===== src/design/pfs_pkg.sv =====
// Types and constants shared by the priority failover selector files.
`timescale 1ns / 1ps
`default_nettype none

package pfs_pkg;

  // actions
  localparam logic [1:0] ACT_REPORT = 2'd0;
  localparam logic [1:0] ACT_TICK   = 2'd1;
  localparam logic [1:0] ACT_REEVAL = 2'd2;

  // link states
  localparam logic [1:0] ST_IDLE  = 2'd0;
  localparam logic [1:0] ST_CONN  = 2'd1;
  localparam logic [1:0] ST_READY = 2'd2;
  localparam logic [1:0] ST_TF    = 2'd3;

  // choice reasons
  localparam logic [2:0] RSN_READY    = 3'd0;
  localparam logic [2:0] RSN_FAILOVER = 3'd1;
  localparam logic [2:0] RSN_CONN     = 3'd2;
  localparam logic [2:0] RSN_NONE     = 3'd3;
  localparam logic [2:0] RSN_EMPTY    = 3'd4;

  // configuration register indexes
  localparam logic [1:0] CFG_NUM_PRIO  = 2'd0;
  localparam logic [1:0] CFG_FAILOVER  = 2'd1;
  localparam logic [1:0] CFG_RETENTION = 2'd2;

  localparam int CFG_DW = 20;

  localparam logic [15:0] FAILOVER_RESET  = 16'd10000;
  localparam logic [19:0] RETENTION_RESET = 20'd900000;

  typedef struct packed {
    logic [1:0] action;
    logic [2:0] slot_index;
    logic [1:0] new_state;
  } pfs_in_t;

  typedef struct packed {
    logic [2:0] chosen_slot;
    logic [1:0] chosen_state;
    logic [2:0] choice_reason;
  } pfs_out_t;

  typedef struct packed {
    logic        present;
    logic [1:0]  link;
    logic        seen_good;
    logic        fo_armed;
    logic [15:0] fo_left;
    logic        ret_armed;
    logic [19:0] ret_left;
  } pfs_slot_t;

  localparam pfs_slot_t SLOT_CLEAR = '{
    present:   1'b0,
    link:      ST_CONN,
    seen_good: 1'b1,
    fo_armed:  1'b0,
    fo_left:   16'd0,
    ret_armed: 1'b0,
    ret_left:  20'd0
  };

endpackage

`default_nettype wire


===== src/design/priority_failover_selector.sv =====
// Priority failover selector: slot table, event walker and selection sequencer.
//
//   channel | ports                          | flow
//   --------+--------------------------------+---------------------------------
//   in      | in_valid, in_stall, in_data    | event item (report, tick, re-eval)
//   out     | out_valid, out_stall, out_data | one selection result per item
//   cfg     | cfg_we, cfg_index, cfg_wdata   | register writes, no read-back
//
// One slot is visited per cycle by a single read/update port on the slot table.
// Steps per item: accept, event walk (report visits one slot, tick or re-eval all
// MAX_SLOTS slots, else none), selection walk (up to 2*n slots, n = list length), emit.
// Reset is synchronous; it clears the slot table and the sequencer.
// A result waits in the output register while out_stall holds; the next item can
// be taken meanwhile, and its emit waits until the register is free.
`timescale 1ns / 1ps
`default_nettype none

module priority_failover_selector import pfs_pkg::*; #(
  parameter int MAX_SLOTS = 8
) (
  input  wire logic              clk,
  input  wire logic              rst_n,
  input  wire logic              in_valid,
  output logic                   in_stall,
  input  wire pfs_in_t           in_data,
  output logic                   out_valid,
  input  wire logic              out_stall,
  output pfs_out_t               out_data,
  input  wire logic              cfg_we,
  input  wire logic [1:0]        cfg_index,
  input  wire logic [CFG_DW-1:0] cfg_wdata
);

  localparam int IW = (MAX_SLOTS > 1) ? $clog2(MAX_SLOTS) : 1;
  localparam int CW = $clog2(MAX_SLOTS + 1);

  localparam logic [2:0] S_IDLE   = 3'd0;
  localparam logic [2:0] S_REPORT = 3'd1;
  localparam logic [2:0] S_TICK   = 3'd2;
  localparam logic [2:0] S_REEVAL = 3'd3;
  localparam logic [2:0] S_SEL1   = 3'd4;
  localparam logic [2:0] S_RETIRE = 3'd5;
  localparam logic [2:0] S_SEL2   = 3'd6;
  localparam logic [2:0] S_EMIT   = 3'd7;

  logic [2:0]    state_r, state_nxt;
  logic [CW-1:0] ptr_r, ptr_nxt;
  pfs_in_t       item_r;
  logic [3:0]    num_prio_r;
  logic [15:0]   fo_ticks_r;
  logic [19:0]   ret_ticks_r;
  pfs_slot_t     slot_r [MAX_SLOTS];
  pfs_out_t      res_r, res_nxt;
  logic          out_valid_r;
  pfs_out_t      out_data_r;

  logic [CW-1:0] n_w;
  logic [CW-1:0] last_w;
  logic [IW-1:0] rd_idx;
  logic [2:0]    ptr_slot;
  logic          rep_ok;
  logic          ptr_at_last;
  logic          ptr_at_end;
  pfs_slot_t     cur;
  pfs_slot_t     wr_val;
  logic          wr_en;
  logic          emit_go;
  logic [15:0]   fo_dec;
  logic [19:0]   ret_dec;
  logic          fo_exp;
  logic          ret_exp;

  assign n_w    = (32'(num_prio_r) > MAX_SLOTS) ? CW'(MAX_SLOTS) : CW'(num_prio_r);
  assign last_w = n_w - CW'(1);
  assign rep_ok = 32'(item_r.slot_index) < MAX_SLOTS;
  assign rd_idx = (state_r == S_REPORT) ? IW'(item_r.slot_index) : ptr_r[IW-1:0];
  assign ptr_slot    = 3'(ptr_r[IW-1:0]);
  assign ptr_at_last = (ptr_r == last_w);
  assign ptr_at_end  = (ptr_r == CW'(MAX_SLOTS - 1));
  assign cur = slot_r[rd_idx];

  // shared countdown unit on the visited slot
  assign fo_dec  = cur.fo_left - 16'd1;
  assign ret_dec = cur.ret_left - 20'd1;
  assign fo_exp  = (cur.fo_left <= 16'd1);
  assign ret_exp = (cur.ret_left <= 20'd1);

  assign emit_go = (state_r == S_EMIT) && (!out_valid_r || !out_stall);

  always_comb begin
    state_nxt = state_r;
    ptr_nxt   = ptr_r;
    res_nxt   = res_r;
    wr_en     = 1'b0;
    wr_val    = cur;
    case (state_r)
      S_IDLE: begin
        ptr_nxt = '0;
        if (in_valid) begin
          case (in_data.action)
            ACT_REPORT: state_nxt = S_REPORT;
            ACT_TICK:   state_nxt = S_TICK;
            ACT_REEVAL: state_nxt = S_REEVAL;
            default:    state_nxt = S_SEL1;
          endcase
        end
      end
      S_REPORT: begin
        if (rep_ok && cur.present) begin
          wr_en       = 1'b1;
          wr_val.link = item_r.new_state;
          if (item_r.new_state == ST_CONN) begin
            if (cur.seen_good && !cur.fo_armed) begin
              wr_val.fo_armed = 1'b1;
              wr_val.fo_left  = fo_ticks_r;
            end
          end else begin
            wr_val.seen_good = (item_r.new_state != ST_TF);
            wr_val.fo_armed  = 1'b0;
            wr_val.fo_left   = 16'd0;
          end
        end
        ptr_nxt   = '0;
        state_nxt = S_SEL1;
      end
      S_TICK: begin
        if (cur.present) begin
          wr_en = 1'b1;
          if (cur.ret_armed && ret_exp) begin
            wr_val = SLOT_CLEAR;
          end else begin
            if (cur.ret_armed) wr_val.ret_left = ret_dec;
            if (cur.fo_armed && fo_exp) begin
              // failover expiry acts as a transient failure report
              wr_val.link      = ST_TF;
              wr_val.seen_good = 1'b0;
              wr_val.fo_armed  = 1'b0;
              wr_val.fo_left   = 16'd0;
            end else if (cur.fo_armed) begin
              wr_val.fo_left = fo_dec;
            end
          end
        end
        if (ptr_at_end) begin
          ptr_nxt   = '0;
          state_nxt = S_SEL1;
        end else begin
          ptr_nxt = ptr_r + CW'(1);
        end
      end
      S_REEVAL: begin
        if (ptr_r >= n_w && cur.present && !cur.ret_armed) begin
          wr_en            = 1'b1;
          wr_val.ret_armed = 1'b1;
          wr_val.ret_left  = ret_ticks_r;
        end
        if (ptr_at_end) begin
          ptr_nxt   = '0;
          state_nxt = S_SEL1;
        end else begin
          ptr_nxt = ptr_r + CW'(1);
        end
      end
      S_SEL1: begin
        if (n_w == '0) begin
          res_nxt   = '{chosen_slot: 3'd0, chosen_state: ST_TF, choice_reason: RSN_EMPTY};
          state_nxt = S_EMIT;
        end else if (!cur.present) begin
          // create the slot: connecting with its failover timer running
          wr_en           = 1'b1;
          wr_val          = SLOT_CLEAR;
          wr_val.present  = 1'b1;
          wr_val.fo_armed = 1'b1;
          wr_val.fo_left  = fo_ticks_r;
          res_nxt   = '{chosen_slot: ptr_slot, chosen_state: ST_CONN,
                        choice_reason: RSN_FAILOVER};
          state_nxt = S_EMIT;
        end else begin
          wr_en            = 1'b1;
          wr_val.ret_armed = 1'b0;
          wr_val.ret_left  = 20'd0;
          if (cur.link == ST_READY || cur.link == ST_IDLE) begin
            res_nxt = '{chosen_slot: ptr_slot, chosen_state: cur.link,
                        choice_reason: RSN_READY};
            if (ptr_at_last) begin
              state_nxt = S_EMIT;
            end else begin
              ptr_nxt   = ptr_r + CW'(1);
              state_nxt = S_RETIRE;
            end
          end else if (cur.fo_armed) begin
            res_nxt   = '{chosen_slot: ptr_slot, chosen_state: cur.link,
                          choice_reason: RSN_FAILOVER};
            state_nxt = S_EMIT;
          end else if (ptr_at_last) begin
            ptr_nxt   = '0;
            state_nxt = S_SEL2;
          end else begin
            ptr_nxt = ptr_r + CW'(1);
          end
        end
      end
      S_RETIRE: begin
        if (cur.present && !cur.ret_armed) begin
          wr_en            = 1'b1;
          wr_val.ret_armed = 1'b1;
          wr_val.ret_left  = ret_ticks_r;
        end
        if (ptr_at_last) begin
          state_nxt = S_EMIT;
        end else begin
          ptr_nxt = ptr_r + CW'(1);
        end
      end
      S_SEL2: begin
        if (cur.link == ST_CONN) begin
          res_nxt   = '{chosen_slot: ptr_slot, chosen_state: cur.link,
                        choice_reason: RSN_CONN};
          state_nxt = S_EMIT;
        end else if (ptr_at_last) begin
          res_nxt   = '{chosen_slot: ptr_slot, chosen_state: cur.link,
                        choice_reason: RSN_NONE};
          state_nxt = S_EMIT;
        end else begin
          ptr_nxt = ptr_r + CW'(1);
        end
      end
      S_EMIT: begin
        if (emit_go) state_nxt = S_IDLE;
      end
      default: state_nxt = S_IDLE;
    endcase
  end

  always_ff @(posedge clk) begin
    if (!rst_n) begin
      state_r     <= S_IDLE;
      ptr_r       <= '0;
      out_valid_r <= 1'b0;
    end else begin
      state_r     <= state_nxt;
      ptr_r       <= ptr_nxt;
      out_valid_r <= emit_go || (out_valid_r && out_stall);
    end
  end

  always_ff @(posedge clk) begin
    res_r <= res_nxt;
    if (state_r == S_IDLE && in_valid) item_r <= in_data;
    if (emit_go) out_data_r <= res_r;
  end

  always_ff @(posedge clk) begin
    if (!rst_n) begin
      num_prio_r  <= 4'd0;
      fo_ticks_r  <= FAILOVER_RESET;
      ret_ticks_r <= RETENTION_RESET;
    end else if (cfg_we) begin
      case (cfg_index)
        CFG_NUM_PRIO:  num_prio_r  <= cfg_wdata[3:0];
        CFG_FAILOVER:  fo_ticks_r  <= cfg_wdata[15:0];
        CFG_RETENTION: ret_ticks_r <= cfg_wdata[19:0];
        default: ;
      endcase
    end
  end

  always_ff @(posedge clk) begin
    if (!rst_n) begin
      for (int i = 0; i < MAX_SLOTS; i++) slot_r[i] <= SLOT_CLEAR;
    end else if (wr_en) begin
      slot_r[rd_idx] <= wr_val;
    end
  end

  assign in_stall  = (state_r != S_IDLE);
  assign out_valid = out_valid_r;
  assign out_data  = out_data_r;

endmodule

`default_nettype wire


===== config.mk =====
export PLATFORM = sky130hd
export DESIGN_NAME = priority_failover_selector
export DESIGN_NICKNAME = d
export VERILOG_FILES = /design/src/design/pfs_pkg.sv /design/src/design/priority_failover_selector.sv
export SDC_FILE = /design/constraint.sdc
export NUM_CORES = 1
export LEC_CHECK = 0
export BUFFER_PORTS_ARGS = -buffer_cell sky130_fd_sc_hd__buf_2
export CORE_MARGIN = 3
export CORE_UTILIZATION = 50
export CTS_BUF_LIST = sky130_fd_sc_hd__clkbuf_2
export DETAILED_ROUTE_END_ITERATION = 16
export HOLD_SLACK_MARGIN = 0.08
export PLACE_DENSITY_LB_ADDON = 0.15
export SYNTH_ARGS = -nofsm -noshare
export SYNTH_HDL_FRONTEND = slang
export SYNTH_SLANG_ARGS = --single-unit

===== constraint.sdc =====
create_clock -name clk -period 5.85 [get_ports clk]
set_input_delay 0.2925 -clock clk [delete_from_list [all_inputs] [get_ports clk]]
set_output_delay 0.2925 -clock clk [all_outputs]
set_load 0.05 [all_outputs]

==> results.txt, run 1 <==
The number of synthesized flops with an enable pin came out at 357. The source-to-sink clock delay at the later pin of the worst-skew pair came out at between 1 and 1.5 ns. Across the run, the number of max-cap violations was 0. The number of setup buffers added after CTS came out at 0.

Setup repair after global routing left no endpoint under its margin. The routability-driven placement congestion ratio came out at 0.957. The net count of the mapped netlist is 2219. The setup violation total in the final timing report is 0. Entering global routing, the biggest net connects 58 pins. The sum of routed wire length over all layers is 89.5 mm.

The number of distinct library cells after synthesis came out at 103. For this design the ratio of total power to cell area is 486 mW/mm2. After floorplanning, the core was sized to cover 0.0435 mm2. Of the available clock period, the critical path in the final layout requires 0.921. The sort of element at the end of the critical path is a flip-flop. The part of the Yosys area used for sequential elements is 0.527.

The cell count after synthesis came out at 2165. After synthesis, the share of flip-flops with an asynchronous set or reset is 0. Yosys attributes the largest share of cell area to edfxtp_1 (48%), nor2_1 (5.9%), dfxtp_1 (4.3%). The arrival time of data at the critical path endpoint came out at between 6 and 7 ns.

The count of warnings emitted by yosys is 0. STA classifies the critical path startpoint as a flip-flop. Measured against its own limit, the worst slew margin works out to 0.142. The clock sink total came out at 405.

After detailed routing, the average wire length per cell comes to slightly below 30 um. The max-slew violation count is 0. The count of nets after finishing is 2462.

The data required time at the worst endpoint is approximately 6.7 ns. Of all cell types, the one taking the most synthesized area is edfxtp_1. The remaining routing DRC violations is 0. The critical-path maximum fanout is 25.

The first routing iteration left 2618 violations. The leftover overflow at the end of global routing is 0. The slew of the pin with the lowest slew margin is 1.28 ns. The share of Yosys cell area claimed by the top area cell type is 0.484. The overall fraction of global-route tracks in use came out at 0.375. Summed over all cells, the static leakage comes to 9.14 nW. The clock slew at the register clock pins of the worst setup and hold paths is 0.10 ns. The detailed-routing iteration count for the pre-antenna-repair pass came out at 7.

In the synthesized netlist the dominant register cell turns out to be edfxtp_1. The highest ir drop seen on vdd is around 0.36 mV. The number of cells after detailed placement is ~2800. CTS placed an instance of clkbuf_2 at the clock tree root. The CTS buffer count came out at 107. The residual antenna-violating net count after detailed routing came out at 0.

The die area came out at 0.0469 mm2. The number of global-route vias before repair is 19921. From synthesis to final layout, the design area changed by 15.8%. The achievable clock frequency came out at approximately 190 MHz. The H-tree level count is 3. The classification of the worst setup path is reg -> reg. The maximum buffer depth of the clock tree is 3. The die is approximately 220 um wide.

The run finished with clean final reports. The cell area after technology mapping came out at between 0.02 and 0.025 mm2. The fraction of final layout cells sized beyond drive strength 1 is 0.190. The TritonCTS clock tree is done. The setup TNS came out at 0 ns. The fraction of the core area covered by cells at the end of the flow is 0.591. The via density per instance came out at 6.67.

Counting I/O delays and the setup requirement, the final critical path takes 5.39 ns. Buffers placed on the I/O ports in this run total 43. During I/O placement, the number of pins put on the boundary was 44. The starting density of the core is 0.510. The final HPWL from detailed placement came out at 58.4 mm. Setup slack on the critical path of the routed design comes to 0.461 ns. The worst clock skew on the final layout came out at 0.144 ns. The final number of hold-violating endpoints came out at 0. After synthesis the netlist holds a flip-flop and latch count of ~400. Dividing the synthesized area by the synthesized cell count gives 10.2 um2. The number of non-filler instances in the completed layout came out at 3080.

The final design instance area without fill is 0.0257 mm2. In this run the cell area measured after placement is 0.0238 mm2. The wire length of the first global-routing pass came out at 130 mm. The count of standard-cell rows came out at 76.

The overall via count from detail_route is approximately 21000. The vertical die dimension is between 200 and 250 um. The number of antenna violations at the first check in global routing is 3. The class of the most critical hold timing path is in -> reg.

The worst setup slack after placement came out at around 0.73 ns.
==> cell usage in the layout, fill, tap and decap left out, drive strengths merged, types with 11 or more instances in the layout <==
cell | Yosys | routed
mux2i | 82 | 82
a32oi | 22 | 22
o22ai | 46 | 46
nand2 | 223 | 223
mux2 | 24 | 24
a31oi | 18 | 18
nor3b | 23 | 23
nor4 | 27 | 27
a211oi | 21 | 21
o32ai | 16 | 16
dlygate4sd3 | 0 | 89
edfxtp | 357 | 357
o41ai | 11 | 11
a21boi | 28 | 28
and3 | 18 | 18
o211ai | 26 | 26
or3 | 12 | 12
a22oi | 20 | 20
clkinv | 3 | 44
dfxtp | 48 | 48
nor2b | 24 | 24
o31ai | 13 | 13
inv | 27 | 29
clkbuf | 85 | 148
and2 | 36 | 36
a21oi | 69 | 69
nor3 | 63 | 63
nand2b | 18 | 18
buf | 73 | 203
a221oi | 28 | 28
ha | 20 | 20
o221ai | 21 | 21
o21ai | 62 | 62
nor2 | 347 | 347
nand3 | 77 | 77
==> synth_stat cells, drive strengths merged, types with 21 or more instances <==
| cell | instances |
|---|---|
| a211oi | 21 |
| a21boi | 28 |
| a21oi | 69 |
| a221oi | 28 |
| a32oi | 22 |
| and2 | 36 |
| buf | 73 |
| clkbuf | 85 |
| dfxtp | 48 |
| edfxtp | 357 |
| inv | 27 |
| mux2 | 24 |
| mux2i | 82 |
| nand2 | 223 |
| nand3 | 77 |
| nor2 | 347 |
| nor2b | 24 |
| nor3 | 63 |
| nor3b | 23 |
| nor4 | 27 |
| o211ai | 26 |
| o21ai | 62 |
| o221ai | 21 |
| o22ai | 46 |
==> repair_timing <==
action / in CTS / in global routing
hold buffers: 89 / 0
endpoints found under the hold margin: 79 / 0
gates resized for setup: 0 / 0
==> per-stage QoR <==
| stage | total power, mW | hold slack (ns) |
|---|---|---|
| 6_report | 12.5 | 0.334 |
| 5_1_grt | 13.0 | 0.327 |
| 2_1_floorplan | 7.41 | 0.391 |
| 3_3_place_gp | 10.3 | 0.401 |
| 3_5_place_dp | 10.3 | 0.405 |
| 4_1_cts | 12.3 | 0.208 |
==> registers in the layout (all words and copies together), names as in the netlist <==
register / cells
item_r: 5
out_valid: 1
num_prio_r: 4
slot_r: 336
state_r: 3
ptr_r: 4
ret_ticks_r: 20
fo_ticks_r: 16
out_data: 8
res_r: 8
==> routing by layer <==
layer	global-route usage	part of all wire	vias to the layer above
met1	0.486	0.37	9904
met3	0.0881	0.12	335
li1	-	-	8782
met5	0	0	-
met4	0.232	0.069	0
met2	0.573	0.44	1536
==> final timing paths <==
path,startpoint,endpoint,slack (ns),cells after the start
setup / recovery,state_r[0],slot_r[5][19],0.46,12
hold / removal,out_stall,out_data[1],0.33,3
hold reg to reg,res_r[1],out_data[1],0.43,0
setup reg to reg,state_r[0],slot_r[5][19],0.46,12
==> power breakdown <==
part | internal (mW) | switching (mW)
combinational | 2.23 | 4.83
sequential | 3.30 | 0.134
clock | 0.742 | 1.25
==> layout make-up <==
class	instances	area, um2
fillers	3816	17800
flip-flops and latches	405	11700
multi-input cells	1572	9780
repair buffers	292	2390
clock buffers	148	741
well taps	585	732
clock inverters	45	220
inverters	30	113
diodes	3	7.51
==> worst max-delay path, cell delays in order (launching register included) <==
cell	delay (ns)
dfxtp_1	0.50
nor3b_4	0.75
buf_4	0.43
o21ai_1	0.14
mux2i_1	0.17
o2111ai_1	0.80
o21ai_1	0.28
or4_1	0.77
nor4_1	0.48
o41ai_1	0.14
a311oi_2	0.28
buf_4	0.25
nor2_1	0.05
==> cell families after synthesis <==
kind of cell | Yosys count | share of synthesized area
and+or+nand+nor | 926 | 0.198
AOI/OAI and AO/OA | 507 | 0.171
DFF | 405 | 0.527
buffers and inverters | 188 | 0.0362
muxes | 109 | 0.0523
adders and majority gates | 20 | 0.0113
xor gates and xnor gates | 10 | 0.00395
(Power assumes the default switching activity.)
==> run 2: changes to the inputs <==
- CORE_ASPECT_RATIO: default -> 0.75
==> run 2 against run 1 <==
Via count increased by 1.2%. Design area decreased by 0.37%. Critical path depth increased by 2. Setup slack got worse by 0.36 ns. Sequential share of layout area increased by 0.17 points. Combinational power increased by 0.8%. Cell count decreased by 0.81%. First-iteration DRC count increased by 24%. Utilization decreased by 0.41 points. Clock skew decreased by 0.059 ns. Critical path type unchanged. Largest cell class unchanged. Largest power group unchanged.
==> results.txt, run 2 (synthesis gave the netlist of run 1 again) <==
The final HPWL from detailed placement is 58.7 mm (+0.57%). The tightest slew margin relative to the limit is 0.119 (-0.0230). Setup repair after global routing left no endpoint under its margin. The ratio of final minimum period to clock period is 0.983 (+0.0616).

The max-slew violation count came out at 0 (unchanged). The run finished with clean final reports. The CTS buffer count is 101 (-5.6%). The slew of the pin with the lowest slew margin is 1.31 ns (+0.0292 ns).

The detailed-routing iteration count for the pre-antenna-repair pass is 8 (+1). STA classifies the critical path startpoint as a flip-flop. Leaving out fill and tap cells, the most frequent cell in the layout is edfxtp_1. The overall via count from detail_route came to 20809 (+1.2%). The count of nets after finishing was 2455 (-0.28%).

The clock tree root buffer cell is clkbuf_2. The count of standard-cell rows is 66 (-13%). The wire length of the first global-routing pass is 132 mm (+1.8%). The sum of routed wire length over all layers is 91.1 mm (+1.7%). The final number of hold-violating endpoints is 0 (unchanged). The starting density of the core is 0.508 (-0.00170). The critical path is of the reg -> reg type.

The fraction of final layout cells sized beyond drive strength 1 is 0.185 (-0.00461). The class of the most critical hold timing path is in -> reg. From synthesis to final layout, the design area changed by 15.4%. The total of max-cap violations is 0 (unchanged). The sort of element at the end of the critical path is a flip-flop. The flip-flop count of the largest register after layout is 336 (unchanged). The fraction of the core area covered by cells at the end of the flow came to 0.587 (-0.00412). The number of hold buffers added after CTS is 96 (+7.9%).

The achievable clock frequency came out at 174 MHz (-6.3%). The number of fill cells in the layout came out at 3779 (-0.97%). The TritonCTS clock tree is done. The source-to-sink clock delay at the later pin of the worst-skew pair is 1.18 ns (+0.02 ns). The routability-driven placement congestion ratio was 0.972 (+1.6%). The power density normalized to cell area is 488 mW/mm2 (+0.33%). The setup TNS came out at 0 ns (unchanged).

The pin count of the biggest net entering global routing came out at 58 (unchanged). The largest registers in the layout are slot_r: 336 flops, ret_ticks_r: 20 flops, fo_ticks_r: 16 flops. The routed wirelength normalized by instance count was 29.8 um (+2.5%). The leftover overflow at the end of global routing came out at 0 (unchanged). The die area is 0.0469 mm2 (about the same). The number of antenna violations at the first check in global routing came out at 3 (unchanged). The overall fraction of global-route tracks in use is 0.380 (+0.00416). The number of global-route vias before repair came to 19848 (-0.37%).

The final design instance area without fill is 0.0256 mm2 (-0.37%). The number of violations reported at the end of detailed-routing iteration 0 came out at 3236 (+24%). The clock slew at the register clock pins of the worst setup and hold paths is 0.12 ns (+0.02 ns). The library cells used most frequently in the layout, excluding fill and tap cells, are edfxtp_1 (357), nor2_1 (346), nand2_1 (208).

The critical-path maximum fanout was 27 (+8.0%). The setup violation total in the final timing report came out at 0 (unchanged). The maximum buffer depth of the clock tree came out at 3 (unchanged). The register with the most flip-flops in the final layout is slot_r. The remaining routing DRC violations is 0 (unchanged). The total core area is 0.0436 mm2 (+0.33%). The die extent in x came out at 249 um (+15%). The clock sink total is 405 (unchanged). The data required time at the worst endpoint is 6.68 ns (about the same).

The highest ir drop seen on vdd came out at 0.384 mV (+5.8%). The residual antenna-violating net count after detailed routing was 0 (unchanged). The number of gates resized after cts came out at 0 (unchanged). The vertical die dimension is 188 um (-13%).

The cell leakage power came to 9.10 nW (-0.48%). The total I/O pin count is 44 (unchanged). The worst hold slack after final layout came to 0.223 ns (-0.111 ns). The placed cell area was 0.0238 mm2 (-0.24%). The shortest clock period the worst path allows after layout is 5.75 ns (+0.360 ns). The arrival time of data at the critical path endpoint came out at 6.58 ns (+0.35 ns). The H-tree level count is 3 (unchanged).

The number of setup buffers added after CTS came out at 0 (unchanged). The number of I/O port buffers came out at 43 (unchanged). The worst clock skew on the final layout was 0.0847 ns (-0.0594 ns). The via density per instance is 6.81 (+2.1%).
[run 2: metrics by stage]
step | power, mW | cells | setup slack (ns)
after global routing | 12.9 | 3052 | 0.0435
after CTS | 12.2 | 3051 | 0.348
after global placement | 10.2 | 2780 | 0.378
final | 12.5 | 3055 | 0.101
after detailed placement | 10.3 | 2780 | 0.411
after floorplan | 7.41 | 2165 | 0.762
[run 2: area by class of cell]
class | count | area (um2) | area share
Inverter | 30 | 113 | 0.00440
Timing Repair Buffer | 291 | 2420 | 0.0945
Multi-Input combinational cell | 1572 | 9780 | 0.382
Clock buffer | 149 | 746 | 0.0292
Clock inverter | 26 | 105 | 0.00411
Sequential cell | 405 | 11700 | 0.457
Tap cell | 578 | 723 | 0.0283
Antenna cell | 4 | 10.0 | 0.000391
[run 2: critical path: stages, from the launching register on]
cell      delay, ns
edfxtp_1       0.35
buf_4          0.41
clkinv_1       0.57
a22oi_2        1.06
a31oi_1        0.10
nor4_2         0.49
ha_1           0.29
nor2_1         0.10
nor4_1         0.18
nand4_1        0.43
nor3_4         0.66
nor3_1         0.19
a311oi_2       0.31
buf_4          0.21
nor2_1         0.06
[run 2: routing by layer]
metal  vias to the layer above  track usage  wire [um]
li1                       8732            -          -
met1                     10054        0.524      34900
met2                      1700        0.552      38000
met3                       323        0.119      13800
met4                         0        0.166       4480
met5                         -            0          0
[run 2: power by group]
| group | switching, mW | internal, mW | total, mW |
|---|---|---|---|
| clock | 1.22 | 0.674 | 1.89 |
| combinational | 4.87 | 2.25 | 7.12 |
| sequential | 0.163 | 3.30 | 3.47 |
| total | 6.25 | 6.22 | 12.5 |
[run 2: worst paths after layout]
path | start | end | slack [ns] | cells past startpoint
worst min-delay path | out_stall | out_data[5] | 0.22 | 3
worst max-delay path | item_r[3] | slot_r[0][28] | 0.10 | 14
worst min register to register | res_r[5] | out_data[5] | 0.40 | 0
worst max register to register | item_r[3] | slot_r[0][28] | 0.10 | 14
